`src/hw/rtl/slsfl_pkg.sv`:
```
// Shared types, constants and the status decode for the sync/length/sum frame link.
// No dependencies; used by slsfl_rx_parser and sync_length_sum_frame_link_unit.
package slsfl_pkg;

   localparam logic [7:0] FRAME_SYNC   = 8'h55;
   localparam int         MAX_PAYLOAD  = 15;
   localparam int         LEN_OVERHEAD = 4;   // sync, command, length, checksum
   localparam int         STATUS_LEN   = 2;
   localparam logic [7:0] STATUS_CMD   = 8'h00;
   localparam logic [7:0] ACTION_CMD   = 8'h01;
   localparam logic [7:0] ACTION_LEN   = 8'h01;
   localparam int         TX_BEATS     = 5;
   localparam int         TX_BEAT_W    = $clog2(TX_BEATS);

   typedef logic [TX_BEAT_W-1:0] beat_type;

   // request selector (req_tuser)
   localparam logic CMD_RX   = 1'b0;
   localparam logic CMD_SEND = 1'b1;

   // result kind (rsp_tuser)
   localparam logic KIND_STATUS = 1'b0;
   localparam logic KIND_TX     = 1'b1;

   // cover position codes
   localparam logic [2:0] POS_OPEN     = 3'd0;
   localparam logic [2:0] POS_SHUT     = 3'd1;
   localparam logic [2:0] POS_RISING   = 3'd2;
   localparam logic [2:0] POS_LOWERING = 3'd3;
   localparam logic [2:0] POS_HALTED   = 3'd4;

   localparam logic [7:0] MOVE_MASK    = 8'h60;
   localparam logic [7:0] MOVE_OPENING = 8'h40;
   localparam logic [7:0] MOVE_CLOSING = 8'h60;

   typedef struct packed {
      logic       prewarn;
      logic       venting;
      logic       error_flag;
      logic       light_on;
      logic       aux_relay;
      logic [2:0] cover_state;
   } door_status_type;

   typedef struct packed {
      logic            hit;     // current byte closes a good status frame
      door_status_type status;
   } parse_result_type;

   function automatic door_status_type decode_status(input logic [7:0] p0,
                                                     input logic [7:0] p1);
      door_status_type st;
      if (p0[0]) begin
         st.cover_state = POS_OPEN;
      end else if (p0[1]) begin
         st.cover_state = POS_SHUT;
      end else if ((p0 & MOVE_MASK) == MOVE_OPENING) begin
         st.cover_state = POS_RISING;
      end else if ((p0 & MOVE_MASK) == MOVE_CLOSING) begin
         st.cover_state = POS_LOWERING;
      end else begin
         st.cover_state = POS_HALTED;
      end
      st.aux_relay  = p0[2];
      st.light_on   = p0[3];
      st.error_flag = p0[4];
      st.venting    = p0[7];
      st.prewarn    = p1[0];
      return st;
   endfunction

endpackage

```
`src/hw/rtl/slsfl_rx_parser.sv`:
```
// Receive side frame tracker: sync hunt, length check, running checksum.
// Depends on slsfl_pkg. State advances only on take.
module slsfl_rx_parser (
   input  logic                        clock,
   input  logic                        reset,
   input  logic                        take,
   input  logic [7:0]                  rx_byte,
   output slsfl_pkg::parse_result_type result
);

   logic [4:0] count_ff, count_in;
   logic [4:0] len_ff, len_in;
   logic [7:0] sum_ff, sum_in;
   logic [7:0] cmd_byte_ff, p0_ff, p1_ff;   // frame bytes 1, 3 and 4
   logic [4:0] count_nx;
   logic       hit;

   assign count_nx = count_ff + 5'd1;

   always_comb begin
      count_in = count_ff;
      len_in   = len_ff;
      sum_in   = sum_ff;
      hit      = 1'b0;
      if (count_ff == 5'd0) begin
         if (rx_byte == slsfl_pkg::FRAME_SYNC) begin
            count_in = 5'd1;
            len_in   = 5'd0;
            sum_in   = slsfl_pkg::FRAME_SYNC;
         end
      end else if (count_nx == 5'd3) begin
         // length byte
         if (rx_byte <= 8'(slsfl_pkg::MAX_PAYLOAD)) begin
            len_in   = rx_byte[4:0] + 5'(slsfl_pkg::LEN_OVERHEAD);
            sum_in   = sum_ff + rx_byte;
            count_in = count_nx;
         end else begin
            count_in = 5'd0;
         end
      end else if (count_nx == len_ff) begin
         // checksum byte closes the frame
         count_in = 5'd0;
         hit = (sum_ff == rx_byte) && (cmd_byte_ff == slsfl_pkg::STATUS_CMD) &&
               (len_ff == 5'(slsfl_pkg::STATUS_LEN + slsfl_pkg::LEN_OVERHEAD));
      end else begin
         sum_in   = sum_ff + rx_byte;
         count_in = count_nx;
      end
   end

   always_ff @(posedge clock) begin
      if (reset) begin
         count_ff <= 5'd0;
         len_ff   <= 5'd0;
         sum_ff   <= 8'd0;
      end else if (take) begin
         count_ff <= count_in;
         len_ff   <= len_in;
         sum_ff   <= sum_in;
      end
   end

   // frame byte capture, no reset: always written before use
   always_ff @(posedge clock) begin
      if (take) begin
         if (count_ff == 5'd1) cmd_byte_ff <= rx_byte;
         if (count_ff == 5'd3) p0_ff       <= rx_byte;
         if (count_ff == 5'd4) p1_ff       <= rx_byte;
      end
   end

   assign result.hit    = hit;
   assign result.status = slsfl_pkg::decode_status(p0_ff, p1_ff);

endmodule

```
`src/hw/rtl/sync_length_sum_frame_link_unit.sv`:
```
// Frame link top level: input register, receive parser, action frame sender,
// output register. Depends on slsfl_pkg and slsfl_rx_parser.
//
//  channel | dir | tdata (low bit up)                                | tuser   | tlast
//  req     | in  | rx_byte[7:0], action_code[15:8]                   | command | -
//  rsp     | out | tx_byte[7:0], cover_state[10:8], aux_relay,        | kind    | tx_last
//          |     | light_on, error_flag, venting, prewarn, status_valid[16], zero
//
// A transaction is registered on acceptance and handled from the input register;
// its result is loaded into the output register unless rsp stalls. Received
// bytes can arrive back to back. A send request holds the input register until
// all five bytes of its action frame have been emitted.
// Reset (synchronous) clears the frame tracker, the byte counter and both valid flags.
// A stall on rsp holds the output register; req_tready is low while a send still
// has bytes to emit or while a result cannot move on.
module sync_length_sum_frame_link_unit (
   input  logic        clock,
   input  logic        reset,
   input  logic        req_tvalid,
   output logic        req_tready,
   input  logic [15:0] req_tdata,   // rx_byte[7:0], action_code[15:8]
   input  logic        req_tuser,   // command
   output logic        rsp_tvalid,
   input  logic        rsp_tready,
   output logic [23:0] rsp_tdata,   // tx_byte[7:0], cover_state[10:8], aux_relay[11],
                                    // light_on[12], error_flag[13], venting[14],
                                    // prewarn[15], status_valid[16], zero[23:17]
   output logic        rsp_tuser,   // kind
   output logic        rsp_tlast    // tx_last
);

   logic        in_valid_ff, in_valid_in;
   logic        in_cmd_ff;
   logic [7:0]  in_rx_ff, in_act_ff;
   slsfl_pkg::beat_type beat_ff, beat_in;

   logic        rsp_valid_ff, rsp_valid_in;
   logic        rsp_kind_ff;
   logic        rsp_last_ff;
   logic [7:0]  rsp_byte_ff;
   logic [7:0]  rsp_stat_ff;
   logic        rsp_seen_ff;

   slsfl_pkg::parse_result_type parse;
   logic        out_free, is_send, last_beat, parse_take, in_done, out_load;
   logic [7:0]  tx_byte;

   assign out_free  = !rsp_valid_ff || rsp_tready;
   assign is_send   = (in_cmd_ff == slsfl_pkg::CMD_SEND);
   assign last_beat = (beat_ff == slsfl_pkg::beat_type'(slsfl_pkg::TX_BEATS - 1));

   assign parse_take = in_valid_ff && !is_send && (!parse.hit || out_free);
   assign in_done    = parse_take || (in_valid_ff && is_send && out_free && last_beat);
   assign req_tready = !in_valid_ff || in_done;
   assign out_load   = in_valid_ff && out_free && (is_send || parse.hit);

   slsfl_rx_parser u_parser (
      .clock   (clock),
      .reset   (reset),
      .take    (parse_take),
      .rx_byte (in_rx_ff),
      .result  (parse)
   );

   always_comb begin
      case (beat_ff)
         slsfl_pkg::beat_type'(0): tx_byte = slsfl_pkg::FRAME_SYNC;
         slsfl_pkg::beat_type'(1): tx_byte = slsfl_pkg::ACTION_CMD;
         slsfl_pkg::beat_type'(2): tx_byte = slsfl_pkg::ACTION_LEN;
         slsfl_pkg::beat_type'(3): tx_byte = in_act_ff;
         default:    tx_byte = slsfl_pkg::FRAME_SYNC + slsfl_pkg::ACTION_CMD +
                               slsfl_pkg::ACTION_LEN + in_act_ff;
      endcase
   end

   always_comb begin
      in_valid_in = in_valid_ff;
      if (req_tvalid && req_tready) begin
         in_valid_in = 1'b1;
      end else if (in_done) begin
         in_valid_in = 1'b0;
      end
      beat_in = beat_ff;
      if (in_valid_ff && is_send && out_free) begin
         beat_in = last_beat ? '0 : beat_ff + slsfl_pkg::beat_type'(1);
      end
      rsp_valid_in = rsp_valid_ff;
      if (out_load) begin
         rsp_valid_in = 1'b1;
      end else if (rsp_tready) begin
         rsp_valid_in = 1'b0;
      end
   end

   always_ff @(posedge clock) begin
      if (reset) begin
         in_valid_ff  <= 1'b0;
         beat_ff      <= '0;
         rsp_valid_ff <= 1'b0;
      end else begin
         in_valid_ff  <= in_valid_in;
         beat_ff      <= beat_in;
         rsp_valid_ff <= rsp_valid_in;
      end
   end

   always_ff @(posedge clock) begin
      if (req_tvalid && req_tready) begin
         in_cmd_ff <= req_tuser;
         in_rx_ff  <= req_tdata[7:0];
         in_act_ff <= req_tdata[15:8];
      end
      if (out_load) begin
         if (is_send) begin
            rsp_kind_ff <= slsfl_pkg::KIND_TX;
            rsp_byte_ff <= tx_byte;
            rsp_last_ff <= last_beat;
            rsp_stat_ff <= 8'd0;
            rsp_seen_ff <= 1'b0;
         end else begin
            rsp_kind_ff <= slsfl_pkg::KIND_STATUS;
            rsp_byte_ff <= 8'd0;
            rsp_last_ff <= 1'b0;
            rsp_stat_ff <= parse.status;
            rsp_seen_ff <= 1'b1;
         end
      end
   end

   assign rsp_tvalid = rsp_valid_ff;
   assign rsp_tuser  = rsp_kind_ff;
   assign rsp_tlast  = rsp_last_ff;
   assign rsp_tdata  = {7'd0, rsp_seen_ff, rsp_stat_ff, rsp_byte_ff};

   // tx beat counter only runs for a send transaction in the input register
   a_beat_owner: assert property (@(posedge clock) disable iff (reset)
      (beat_ff != '0) |-> (in_valid_ff && is_send))
      else $error("beat counter active without send transaction");

   a_last_is_tx: assert property (@(posedge clock) disable iff (reset)
      (rsp_tvalid && rsp_tlast) |-> (rsp_tuser == slsfl_pkg::KIND_TX))
      else $error("tlast on a status result");

   a_status_seen: assert property (@(posedge clock) disable iff (reset)
      (rsp_tvalid && rsp_tuser == slsfl_pkg::KIND_STATUS) |-> rsp_tdata[16])
      else $error("status result without status_valid");

   a_send_holds: assert property (@(posedge clock) disable iff (reset)
      (in_valid_ff && is_send && !last_beat) |=> (in_valid_ff && is_send))
      else $error("send transaction left before its last byte");

endmodule

```
`config.mk`:
```
export PLATFORM = sky130hd
export DESIGN_NAME = sync_length_sum_frame_link_unit
export DESIGN_NICKNAME = d
export VERILOG_FILES = /design/src/hw/rtl/slsfl_pkg.sv /design/src/hw/rtl/slsfl_rx_parser.sv /design/src/hw/rtl/sync_length_sum_frame_link_unit.sv
export SDC_FILE = /design/constraint.sdc
export NUM_CORES = 1
export LEC_CHECK = 0
export BUFFER_PORTS_ARGS = -buffer_cell sky130_fd_sc_hd__buf_4
export CORE_ASPECT_RATIO = 0.75
export CORE_MARGIN = 2
export CORE_UTILIZATION = 35
export DETAILED_ROUTE_END_ITERATION = 6
export PLACE_DENSITY = 0.52
export SYNTH_ARGS = -nofsm -noshare
export SYNTH_HDL_FRONTEND = slang
export SYNTH_SLANG_ARGS = --single-unit
export TNS_END_PERCENT = 10
```
`constraint.sdc`:
```
create_clock -name clock -period 2.9 [get_ports clock]
set_input_delay 0.58 -clock clock [delete_from_list [all_inputs] [get_ports clock]]
set_output_delay 0.58 -clock clock [all_outputs]
set_load 0.05 [all_outputs]
```
==> results.py, run 1 <==
metrics = {
    "run_status": {
        "status": "finished with violations",
        "failed_checks": "setup timing",
    },
    "logic_synthesis": {
        "syn-mean-instance-area_um2": 11.4,
        "synth.lib_cells_used.distinct": 56,
        "synth_edf_count": 53,
        "synth-seq-cells": 76,
        "synth_seq_area_share": 0.547,
        "syn-cell-area_mm2": 0.00375,
        "ys_warn_count": 0,
        "syn_inst": 328,
        "synth_ff_type": "sky130_fd_sc_hd__edfxtp_1",
        "share_of_synthesized_flip_flops_with_an_asynchronous_set_or_reset": 0,
    },
    "routing": {
        "wl_per_cell_um": 16.4,
        "met1_wire_length_um": 4500,
        "route.top_layer_used": "met4",
        "detail_route.first_pass.iterations": 5,
        "detail-route-antenna-nets": 0,
        "postRouteWirelength_um": 8760,
        "vias": 2694,
        "drc": 0,
        "met2_length_um": 3650,
        "detailroute.wirelength.met3_um": 488,
        "drt-initial-drc-count": 202,
        "viasPerCell": 5.04,
    },
    "setup_path": {
        "crit_start": "in_rx_ff[2]",
        "worstSetupStartpointType": "flop",
        "cp_max_fo": 2,
        "setup.worst_path.class": "flop to primary output",
        "crit_path_end_kind": "primary output",
        "rrSetupSlack_ps": 210,
        "worst_reg2reg_path_depth": 10,
        "critPathRequiredTime_ps": 2320,
        "r2r_start": "in_rx_ff[3]",
        "rr_endpoint": "u_parser.sum_ff[2]",
        "critPathCapture": "req_tready",
        "cp_data_arrival_time_ps": 2320,
    },
    "power": {
        "total_leakage_power_uw": 0.00177,
        "power_density_mw_per_mm2": 568,
        "worst_supply_voltage_drop_on_vdd_mv": 0.334,
    },
    "timing": {
        "unrepaired_setup_endpoints_after_global_routing": "true",
        "max_slew_margin_vs_limit": 0.515,
        "final-setup-viol-count": 1,
        "clock_skew_ps": 6.26,
        "max_clock_freq_mhz": 345,
        "final_count_of_pins_violating_max_slew": 0,
        "final.hold.worst_slack_ps": 416,
        "layout_setup_ws_ps": -1.00,
        "tightest_slew_ps": 725,
        "final.period_utilization": 1.00,
        "hold_violations": 0,
        "period_needed_ps": 2900,
    },
    "clock_tree": {
        "cts_root_buffer": "sky130_fd_sc_hd__clkbuf_16",
        "clock_tree.buffer_depth": 2,
        "clock_latency_ps": 340,
        "holdBufCountCts": 0,
        "cts_tree": "yes",
        "cts-htree-levels": 3,
        "clkSlewWorstSetupHoldPaths_ps": 60,
        "tritoncts.num_buffers": 9,
        "cts_sinks": 76,
    },
    "finish": {
        "drive_gt1_frac": 0.276,
        "multi_input_combinational_cell_area_mm2": 0.00167,
        "finalInstanceArea_mm2": 0.00481,
        "nFillCells": 934,
        "area_growth_syn_to_layout_pct": 28.3,
        "nNetsFinal": 434,
        "register_area_mm2": 0.00205,
        "antennaDiodeCount": 0,
    },
    "floorplanning": {
        "die_area_mm2": 0.0116,
        "die_width_um": 124,
        "num_rows": 32,
        "floorplan.core_area_mm2": 0.0104,
        "floorplan.initialDensity": 0.361,
        "floorplan.io_pins": 49,
        "dieHeight_um": 93.6,
    },
    "worst_hold_path": {
        "holdCritPathClass": "input pin to flop",
    },
    "grt": {
        "globalRoute.totalOverflow": 0,
        "antenna_found_initial": 0,
        "first_global_vias": 2608,
        "gr-usage-all-layers": 0.166,
        "grt_start_max_net_pins": 21,
        "grt_first_pass_wirelength_um": 14100,
    },
    "run": {
        "max_cap_check_violation_count": 0,
    },
    "placed_design": {
        "dpl_cell_area_mm2": 0.00432,
        "hpwlAfterDp_um": 6230,
        "count_of_buffers_from_port_buffering": 41,
        "gp_routability_congestion": 0.813,
    },
}
## cells by family after synthesis
kind of cell / synth area share
buffers and inverters: 0.0464
AND/OR/NAND/NOR: 0.173
flip-flops: 0.547
adder cells (fa/ha/maj): 0.0688
AO/OA/AOI/OAI: 0.125
multiplexers: 0.00534
other: 0.00100
XOR/XNOR: 0.0327
## power by group
group          total (uW)  leakage (uW)  switching (uW)  internal [uW]
clock                1290      0.000170             447            839
sequential           1210      0.000685            20.3           1190
combinational         233      0.000913             146           86.6
total                2730       0.00177             614           2120
## synthesized netlist by cell type, types with 3 or more instances
cell type                  instances  area share
sky130_fd_sc_hd__or3_1             6       0.010
sky130_fd_sc_hd__nor3_1           10       0.013
sky130_fd_sc_hd__edfxtp_1         53        0.42
sky130_fd_sc_hd__inv_1            16       0.016
sky130_fd_sc_hd__a31oi_1           3      0.0050
sky130_fd_sc_hd__o21ai_0           9       0.012
sky130_fd_sc_hd__nor4b_1           6       0.014
sky130_fd_sc_hd__nand4_1           3      0.0050
sky130_fd_sc_hd__nand2b_1          4      0.0067
sky130_fd_sc_hd__or4_1             4      0.0080
sky130_fd_sc_hd__nor2_1           16       0.016
sky130_fd_sc_hd__clkbuf_1          4      0.0040
sky130_fd_sc_hd__nor2b_1          10       0.017
sky130_fd_sc_hd__a21oi_1          31       0.041
sky130_fd_sc_hd__dfxtp_1          23        0.12
sky130_fd_sc_hd__ha_1             19       0.063
sky130_fd_sc_hd__buf_2             4      0.0053
sky130_fd_sc_hd__buf_4             8       0.016
sky130_fd_sc_hd__xor2_1            4      0.0093
sky130_fd_sc_hd__o221a_1           4       0.012
sky130_fd_sc_hd__nand3_1          11       0.015
sky130_fd_sc_hd__and2_1            3      0.0050
sky130_fd_sc_hd__xnor2_1          10       0.023
sky130_fd_sc_hd__nor4_1            6       0.010
sky130_fd_sc_hd__nand2_1          19       0.019
sky130_fd_sc_hd__and3_1            3      0.0050
sky130_fd_sc_hd__o21ai_1           3      0.0040
## per-layer routing
metal | track usage | up-vias
met5 | 0 | -
met4 | 0.0549 | 0
met3 | 0.0476 | 9
met2 | 0.224 | 82
met1 | 0.249 | 1274
li1 | - | 1329
## cells in the final DEF, fill, tap and decap left out, types with 10 or more instances in the layout
cell type                   n
sky130_fd_sc_hd__a21oi_1   30
sky130_fd_sc_hd__nor3_1    10
sky130_fd_sc_hd__dfxtp_1   23
sky130_fd_sc_hd__inv_1     16
sky130_fd_sc_hd__xnor2_1   10
sky130_fd_sc_hd__nand2_1   19
sky130_fd_sc_hd__nor2_1    16
sky130_fd_sc_hd__ha_1      12
sky130_fd_sc_hd__edfxtp_1  53
sky130_fd_sc_hd__buf_4     64
## final cells by class
class,instances,share of cell area
clock buffers,9,0.0468
clock inverters,7,0.0237
inverters,17,0.0133
multi-input cells,223,0.348
flip-flops and latches,76,0.427
well taps,136,0.0354
repair buffers,66,0.106
## per-stage QoR
step                       util  power (uW)  worst slack (ps)  std cells  TNS [ps]
after floorplan               -        1370             -46.2        334      -166
after global placement    0.416        1450               116        514         0
after detailed placement  0.416        1450              32.8        514         0
after CTS                 0.463        2750              1.35        534         0
after global routing      0.464        2820              -120        534      -120
final                     0.464        2730             -1.00        534     -1.00
## worst min-delay path by stage
stage	start	endpoint	slack (ps)	depth (start not counted)
2_1_floorplan	u_parser.len_ff[1]	u_parser.len_ff[1]	450	2
3_3_place_gp	u_parser.sum_ff[5]	u_parser.sum_ff[5]	490	2
3_5_place_dp	u_parser.len_ff[0]	u_parser.len_ff[0]	490	2
4_1_cts	req_tdata[1]	in_rx_ff[1]	400	1
5_1_grt	req_tdata[15]	in_act_ff[7]	400	1
6_report	req_tdata[2]	in_rx_ff[2]	420	1
## sequential cells by signal, indices dropped and copies added, names as in the netlist, 8 cells and up
name,flops
in_rx_ff,8
rsp_byte_ff,8
u_parser.p0_ff,8
u_parser.cmd_byte_ff,8
u_parser.sum_ff,8
in_act_ff,8
rsp_stat_ff,8
## critical path, stage by stage (launching register included)
cell,delay [ps]
sky130_fd_sc_hd__edfxtp_1,420
sky130_fd_sc_hd__ha_4,260
sky130_fd_sc_hd__nor4_4,280
sky130_fd_sc_hd__nand4_1,200
sky130_fd_sc_hd__nor4_2,280
sky130_fd_sc_hd__nand4_4,140
sky130_fd_sc_hd__nand3_2,110
sky130_fd_sc_hd__nand3_2,100
sky130_fd_sc_hd__buf_6,180
## timing repair
item | in CTS | in global routing
setup buffers | 4 | 0
endpoints found under the setup margin | 1 | 25
resized for setup | 13 | 2
pin swaps | 9 | 0
(Power assumes the default switching activity.)
==> inputs of run 2 (changes only) <==
==> constraint.sdc (replaced) <==
create_clock -name clock -period 2.9 [get_ports clock]
set_input_delay 0.29 -clock clock [delete_from_list [all_inputs] [get_ports clock]]
set_output_delay 0.29 -clock clock [all_outputs]
set_load 0.05 [all_outputs]
==> run 2 against run 1 <==
Effect of this change:
- the flow now finishes without violations
- flip-flop and latch count stayed put
- cell area decreased by 0.34%
- routed wire length decreased by 1.1%
- maximum frequency increased by 4.6%
- via count down 2.2%
- clock skew grew 2.4 ps
- critical path depth unchanged
- first-iteration DRC count decreased by 38%
- critical path type unchanged
- critical endpoint unchanged
==> results.py, run 2 (same netlist as run 1, synthesis figures left out) <==
metrics = {
    "timing": {
        "max_clock_freq_mhz": 361,
        "final.period_utilization": 0.956,
        "tightest_slew_ps": 776,
        "final-setup-viol-count": 0,
        "unrepaired_setup_endpoints_after_global_routing": "true",
        "hold_violations": 0,
        "final_count_of_pins_violating_max_slew": 0,
        "layout_setup_ws_ps": 126,
        "clock_skew_ps": 8.69,
        "period_needed_ps": 2770,
        "max_slew_margin_vs_limit": 0.481,
        "fin_tns_setup_ps": 0,
    },
    "grt": {
        "grt_first_pass_wirelength_um": 13500,
        "antenna_found_initial": 0,
        "globalRoute.totalOverflow": 0,
        "grt_start_max_net_pins": 21,
        "first_global_vias": 2542,
        "gr-usage-all-layers": 0.158,
    },
    "setup_path": {
        "worst_reg2reg_path_depth": 9,
        "r2r_start": "u_parser.count_ff[0]",
        "crit_start": "in_rx_ff[4]",
        "crit_path_end_kind": "primary output",
        "worstSetupStartpointType": "flop",
        "cp_data_arrival_time_ps": 2480,
        "critPathRequiredTime_ps": 2610,
        "setup.worst_path.class": "flop to primary output",
        "cp_max_fo": 4,
    },
    "finish": {
        "area_growth_syn_to_layout_pct": 27.9,
        "nNetsFinal": 427,
        "antennaDiodeCount": 0,
        "finalInstanceArea_mm2": 0.00479,
        "drive_gt1_frac": 0.256,
        "utilization": 0.462,
        "most_frequent_standard_cell_in_the_layout_excluding_fill_and_tap_cells": "sky130_fd_sc_hd__buf_4",
        "leading_cell_types_in_the_layout_fill_and_taps_excluded": "sky130_fd_sc_hd__buf_4 (56), sky130_fd_sc_hd__edfxtp_1 (53), sky130_fd_sc_hd__a21oi_1 (30), sky130_fd_sc_hd__dfxtp_1 (23), sky130_fd_sc_hd__nand2_1 (19)",
    },
    "placed_design": {
        "count_of_buffers_from_port_buffering": 41,
        "hpwlAfterDp_um": 6320,
        "pre_cts_ws_ps": 69.8,
        "dpl_cell_area_mm2": 0.00429,
        "gp_routability_congestion": 0.825,
    },
    "clock_tree": {
        "tritoncts.num_buffers": 9,
        "cts-htree-levels": 3,
        "cts_root_buffer": "sky130_fd_sc_hd__clkbuf_16",
        "clkSlewWorstSetupHoldPaths_ps": 60,
        "clock_tree.buffer_depth": 2,
        "clock_latency_ps": 330,
        "cts_sinks": 76,
        "cts_tree": "yes",
    },
    "routing": {
        "viasPerCell": 5.00,
        "postRouteWirelength_um": 8670,
        "vias": 2636,
        "detail_route.first_pass.iterations": 4,
        "detail-route-antenna-nets": 0,
        "wl_per_cell_um": 16.4,
        "drt-initial-drc-count": 126,
        "drc": 0,
    },
    "run_status": {
        "status": "completed",
    },
    "worst_hold_path": {
        "holdCritPathClass": "input pin to flop",
        "worstHoldPathCells": 1,
        "worstHoldStart": "req_tdata[2]",
    },
    "power": {
        "total_leakage_power_uw": 0.00175,
        "power_density_mw_per_mm2": 564,
        "worst_supply_voltage_drop_on_vdd_mv": 0.337,
    },
    "floorplanning": {
        "dieHeight_um": 93.6,
        "floorplan.io_pins": 49,
        "die_width_um": 124,
        "floorplan.core_area_mm2": 0.0104,
        "num_rows": 32,
        "die_area_mm2": 0.0116,
        "floorplan.initialDensity": 0.361,
    },
    "run": {
        "max_cap_check_violation_count": 0,
    },
}
-- run 2: worst paths after layout --
path / endpoint / slack [ps]
setup / recovery: req_tready / 130
hold / removal: in_rx_ff[2] / 140
setup reg to reg: rsp_byte_ff[7] / 140
hold reg to reg: u_parser.len_ff[3] / 510
-- run 2: power by group --
group,switching (uW),leakage [uW],total (uW),internal [uW]
registers,20.3,0.000685,1210,1190
logic,148,0.000903,234,86.2
clock network,416,0.000161,1260,843
-- run 2: critical path, stage by stage (launching register included) --
cell and delay [ps]:
sky130_fd_sc_hd__edfxtp_1 420, sky130_fd_sc_hd__ha_4 250, sky130_fd_sc_hd__nor4_4 290, sky130_fd_sc_hd__nand4_1 230, sky130_fd_sc_hd__nor4_4 350, sky130_fd_sc_hd__nand4_4 180, sky130_fd_sc_hd__nand3_4 160, sky130_fd_sc_hd__nand3_4 90
sky130_fd_sc_hd__buf_8 180
-- run 2: routing by layer --
layer / up-vias / routed length [um] / global-route usage
met5: - / 0 / 0
met4: 0 / 76 / 0.0559
met3: 7 / 334 / 0.0421
met2: 64 / 3660 / 0.207
met1: 1254 / 4590 / 0.245
li1: 1311 / - / -
-- run 2: final cells by class --
| cell class | instances | area (um^2) |
|---|---|---|
| fill | 929 | 5580 |
| sequential | 76 | 2050 |
| multi-input combinational | 223 | 1700 |
| timing repair buffer | 59 | 475 |
| clock buffer | 12 | 236 |
| tap | 136 | 170 |
| clock inverter | 4 | 98.8 |
| inverter | 17 | 63.8 |
-- run 2: repair_timing --
action / CTS / global route
hold endpoints to repair: 0 / 0
resized for setup: 4 / 15
setup buffers: 0 / 3
pin swaps: 1 / 8
hold buffers: 0 / 0
endpoints found under the setup margin: 1 / 6
-- run 2: stage by stage --
step | hold slack, ps | cells | total power (uW)
global route | 112 | 527 | 2810
global placement | 469 | 508 | 1450
CTS | 119 | 524 | 2720
detailed placement | 470 | 508 | 1450
finish | 135 | 527 | 2710
floorplan | 389 | 334 | 1370
==> inputs of run 3 (changes only) <==
--- a/config.mk
+++ b/config.mk
@@ -5,9 +5,8 @@
 export SDC_FILE = /design/constraint.sdc
 export NUM_CORES = 1
 export LEC_CHECK = 0
-export BUFFER_PORTS_ARGS = -buffer_cell sky130_fd_sc_hd__buf_4
+export BUFFER_PORTS_ARGS = -buffer_cell sky130_fd_sc_hd__buf_2
 export CORE_ASPECT_RATIO = 0.75
-export CORE_MARGIN = 2
 export CORE_UTILIZATION = 35
 export DETAILED_ROUTE_END_ITERATION = 6
 export PLACE_DENSITY = 0.52
==> run 3 against run 2 <==
Effect of this change:
- register-to-register slack better by 20 ps
- critical path type unchanged
- first-iteration DRC count is 19% higher
- setup slack better by 22 ps
==> results.py, run 3 (same netlist as run 1, synthesis figures left out) <==
metrics = {
    "run": {
        "max_cap_check_violation_count": 0,
    },
    "run_status": {
        "status": "completed",
    },
    "placed_design": {
        "hpwlAfterDp_um": 6300,
        "gp_routability_congestion": 0.797,
        "count_of_buffers_from_port_buffering": 41,
        "pre_cts_ws_ps": 128,
    },
    "finish": {
        "most_frequent_standard_cell_in_the_layout_excluding_fill_and_tap_cells": "sky130_fd_sc_hd__edfxtp_1",
        "register_area_mm2": 0.00205,
        "area_growth_syn_to_layout_pct": 24.3,
        "antennaDiodeCount": 0,
        "multi_input_combinational_cell_area_mm2": 0.00170,
        "drive_gt1_frac": 0.277,
        "nNetsFinal": 433,
        "utilization": 0.451,
        "leading_cell_types_in_the_layout_fill_and_taps_excluded": "sky130_fd_sc_hd__edfxtp_1 (53), sky130_fd_sc_hd__buf_2 (40), sky130_fd_sc_hd__a21oi_1 (31), sky130_fd_sc_hd__buf_4 (23), sky130_fd_sc_hd__dfxtp_1 (22)",
        "nFillCells": 959,
    },
    "timing": {
        "max_clock_freq_mhz": 363,
        "hold_violations": 0,
        "max_slew_margin_vs_limit": 0.502,
        "clock_skew_ps": 4.95,
        "layout_setup_ws_ps": 149,
        "tightest_slew_ps": 747,
        "period_needed_ps": 2750,
        "final.period_utilization": 0.949,
        "final_count_of_pins_violating_max_slew": 0,
        "final-setup-viol-count": 0,
    },
    "floorplanning": {
        "num_rows": 32,
        "floorplan.io_pins": 49,
        "die_area_mm2": 0.0111,
        "dieHeight_um": 91.6,
        "floorplan.core_area_mm2": 0.0103,
        "die_width_um": 122,
        "floorplan.initialDensity": 0.363,
    },
    "setup_path": {
        "setup.worst_path.class": "flop to primary output",
        "rrSetupSlack_ps": 160,
        "cp_data_arrival_time_ps": 2460,
        "critPathRequiredTime_ps": 2610,
        "worstSetupStartpointType": "flop",
        "crit_path_end_kind": "primary output",
        "cp_max_fo": 5,
    },
    "routing": {
        "detailroute.wirelength.met3_um": 568,
        "drt-initial-drc-count": 150,
        "postRouteWirelength_um": 8650,
        "wl_per_cell_um": 16.2,
        "detail-route-antenna-nets": 0,
        "drc": 0,
        "vias": 2699,
        "detail_route.first_pass.iterations": 4,
        "viasPerCell": 5.06,
        "met1_wire_length_um": 4370,
        "met2_length_um": 3570,
        "route.top_layer_used": "met4",
    },
    "power": {
        "power_frac_comb": 0.088,
        "seq_power_share": 0.499,
        "intPower_uw": 1840,
        "total_leakage_power_uw": 0.00171,
        "power.clock.fraction": 0.413,
        "switchingPower_uw": 595,
        "worst_supply_voltage_drop_on_vdd_mv": 0.243,
        "power_density_mw_per_mm2": 521,
        "switching_portion_of_total_power": 0.245,
    },
    "clock_tree": {
        "cts-htree-levels": 3,
        "clock_latency_ps": 330,
        "cts_sinks": 76,
        "cts_tree": "yes",
        "tritoncts.num_buffers": 9,
        "cts_root_buffer": "sky130_fd_sc_hd__clkbuf_16",
        "holdBufCountCts": 0,
        "clkSlewWorstSetupHoldPaths_ps": 60,
        "clock_tree.buffer_depth": 2,
    },
    "grt": {
        "first_global_vias": 2549,
        "grt_start_max_net_pins": 21,
        "grt_first_pass_wirelength_um": 13900,
        "globalRoute.totalOverflow": 0,
        "gr-usage-all-layers": 0.168,
        "antenna_found_initial": 0,
    },
    "worst_hold_path": {
        "holdCritPathClass": "input pin to flop",
    },
}
## run 3: worst max-delay path: stages, from the launching register on
cell and delay, ps:
sky130_fd_sc_hd__edfxtp_1 390, sky130_fd_sc_hd__ha_1 420, sky130_fd_sc_hd__nor4_4 160, sky130_fd_sc_hd__nand4_1 210
sky130_fd_sc_hd__nor4_4 370, sky130_fd_sc_hd__nand4_4 150, sky130_fd_sc_hd__nand3_4 130, sky130_fd_sc_hd__nand3_2 100
sky130_fd_sc_hd__buf_6 180
## run 3: cell type report
| cell class | count | area share |
|---|---|---|
| multi-input cells | 223 | 0.365 |
| inverters | 17 | 0.0137 |
| well taps | 136 | 0.0365 |
| clock inverters | 7 | 0.00940 |
| repair buffers | 65 | 0.0867 |
| clock buffers | 9 | 0.0483 |
| flip-flops and latches | 76 | 0.441 |
## run 3: worst paths after layout
check                                           to  depth (start not counted)                from
worst min register to register  u_parser.len_ff[0]                          2  u_parser.len_ff[0]
worst min-delay path                   in_rx_ff[1]                          1        req_tdata[1]
worst max register to register      rsp_byte_ff[6]                         10         in_rx_ff[2]
worst max-delay path                    req_tready                          8         in_rx_ff[2]
## run 3: metrics by stage
stage	cell area (um^2)	total power (uW)	hold WS, ps	setup TNS [ps]	instances
finish	4660	2430	127	0	533
global route	4660	2520	115	-98.2	533
CTS	4500	2440	115	0	528
detailed placement	4190	1430	468	0	510
global placement	4190	1430	468	0	510
floorplan	3770	1370	389	-120	334
## run 3: repair_timing
action | 4_1_cts | 5_1_grt
pin swaps | 2 | 9
setup buffers | 2 | 5
setup endpoints to repair | 1 | 20
gates resized for setup | 4 | 18
## run 3: metal layers
| layer | vias to the layer above | global-route usage |
|---|---|---|
| met1 | 1280 | 0.256 |
| met3 | 10 | 0.0410 |
| met2 | 74 | 0.223 |
| met5 | - | 0 |
| li1 | 1335 | - |
| met4 | 0 | 0.0689 |
## run 3: power groups by stage
stage                     clock [uW]  combinational (uW)  sequential, uW
after floorplan                    0                 107            1260
after global placement             0                 198            1230
after detailed placement           0                 198            1230
after CTS                       1030                 203            1210
after global routing            1070                 233            1220
final                           1000                 215            1210
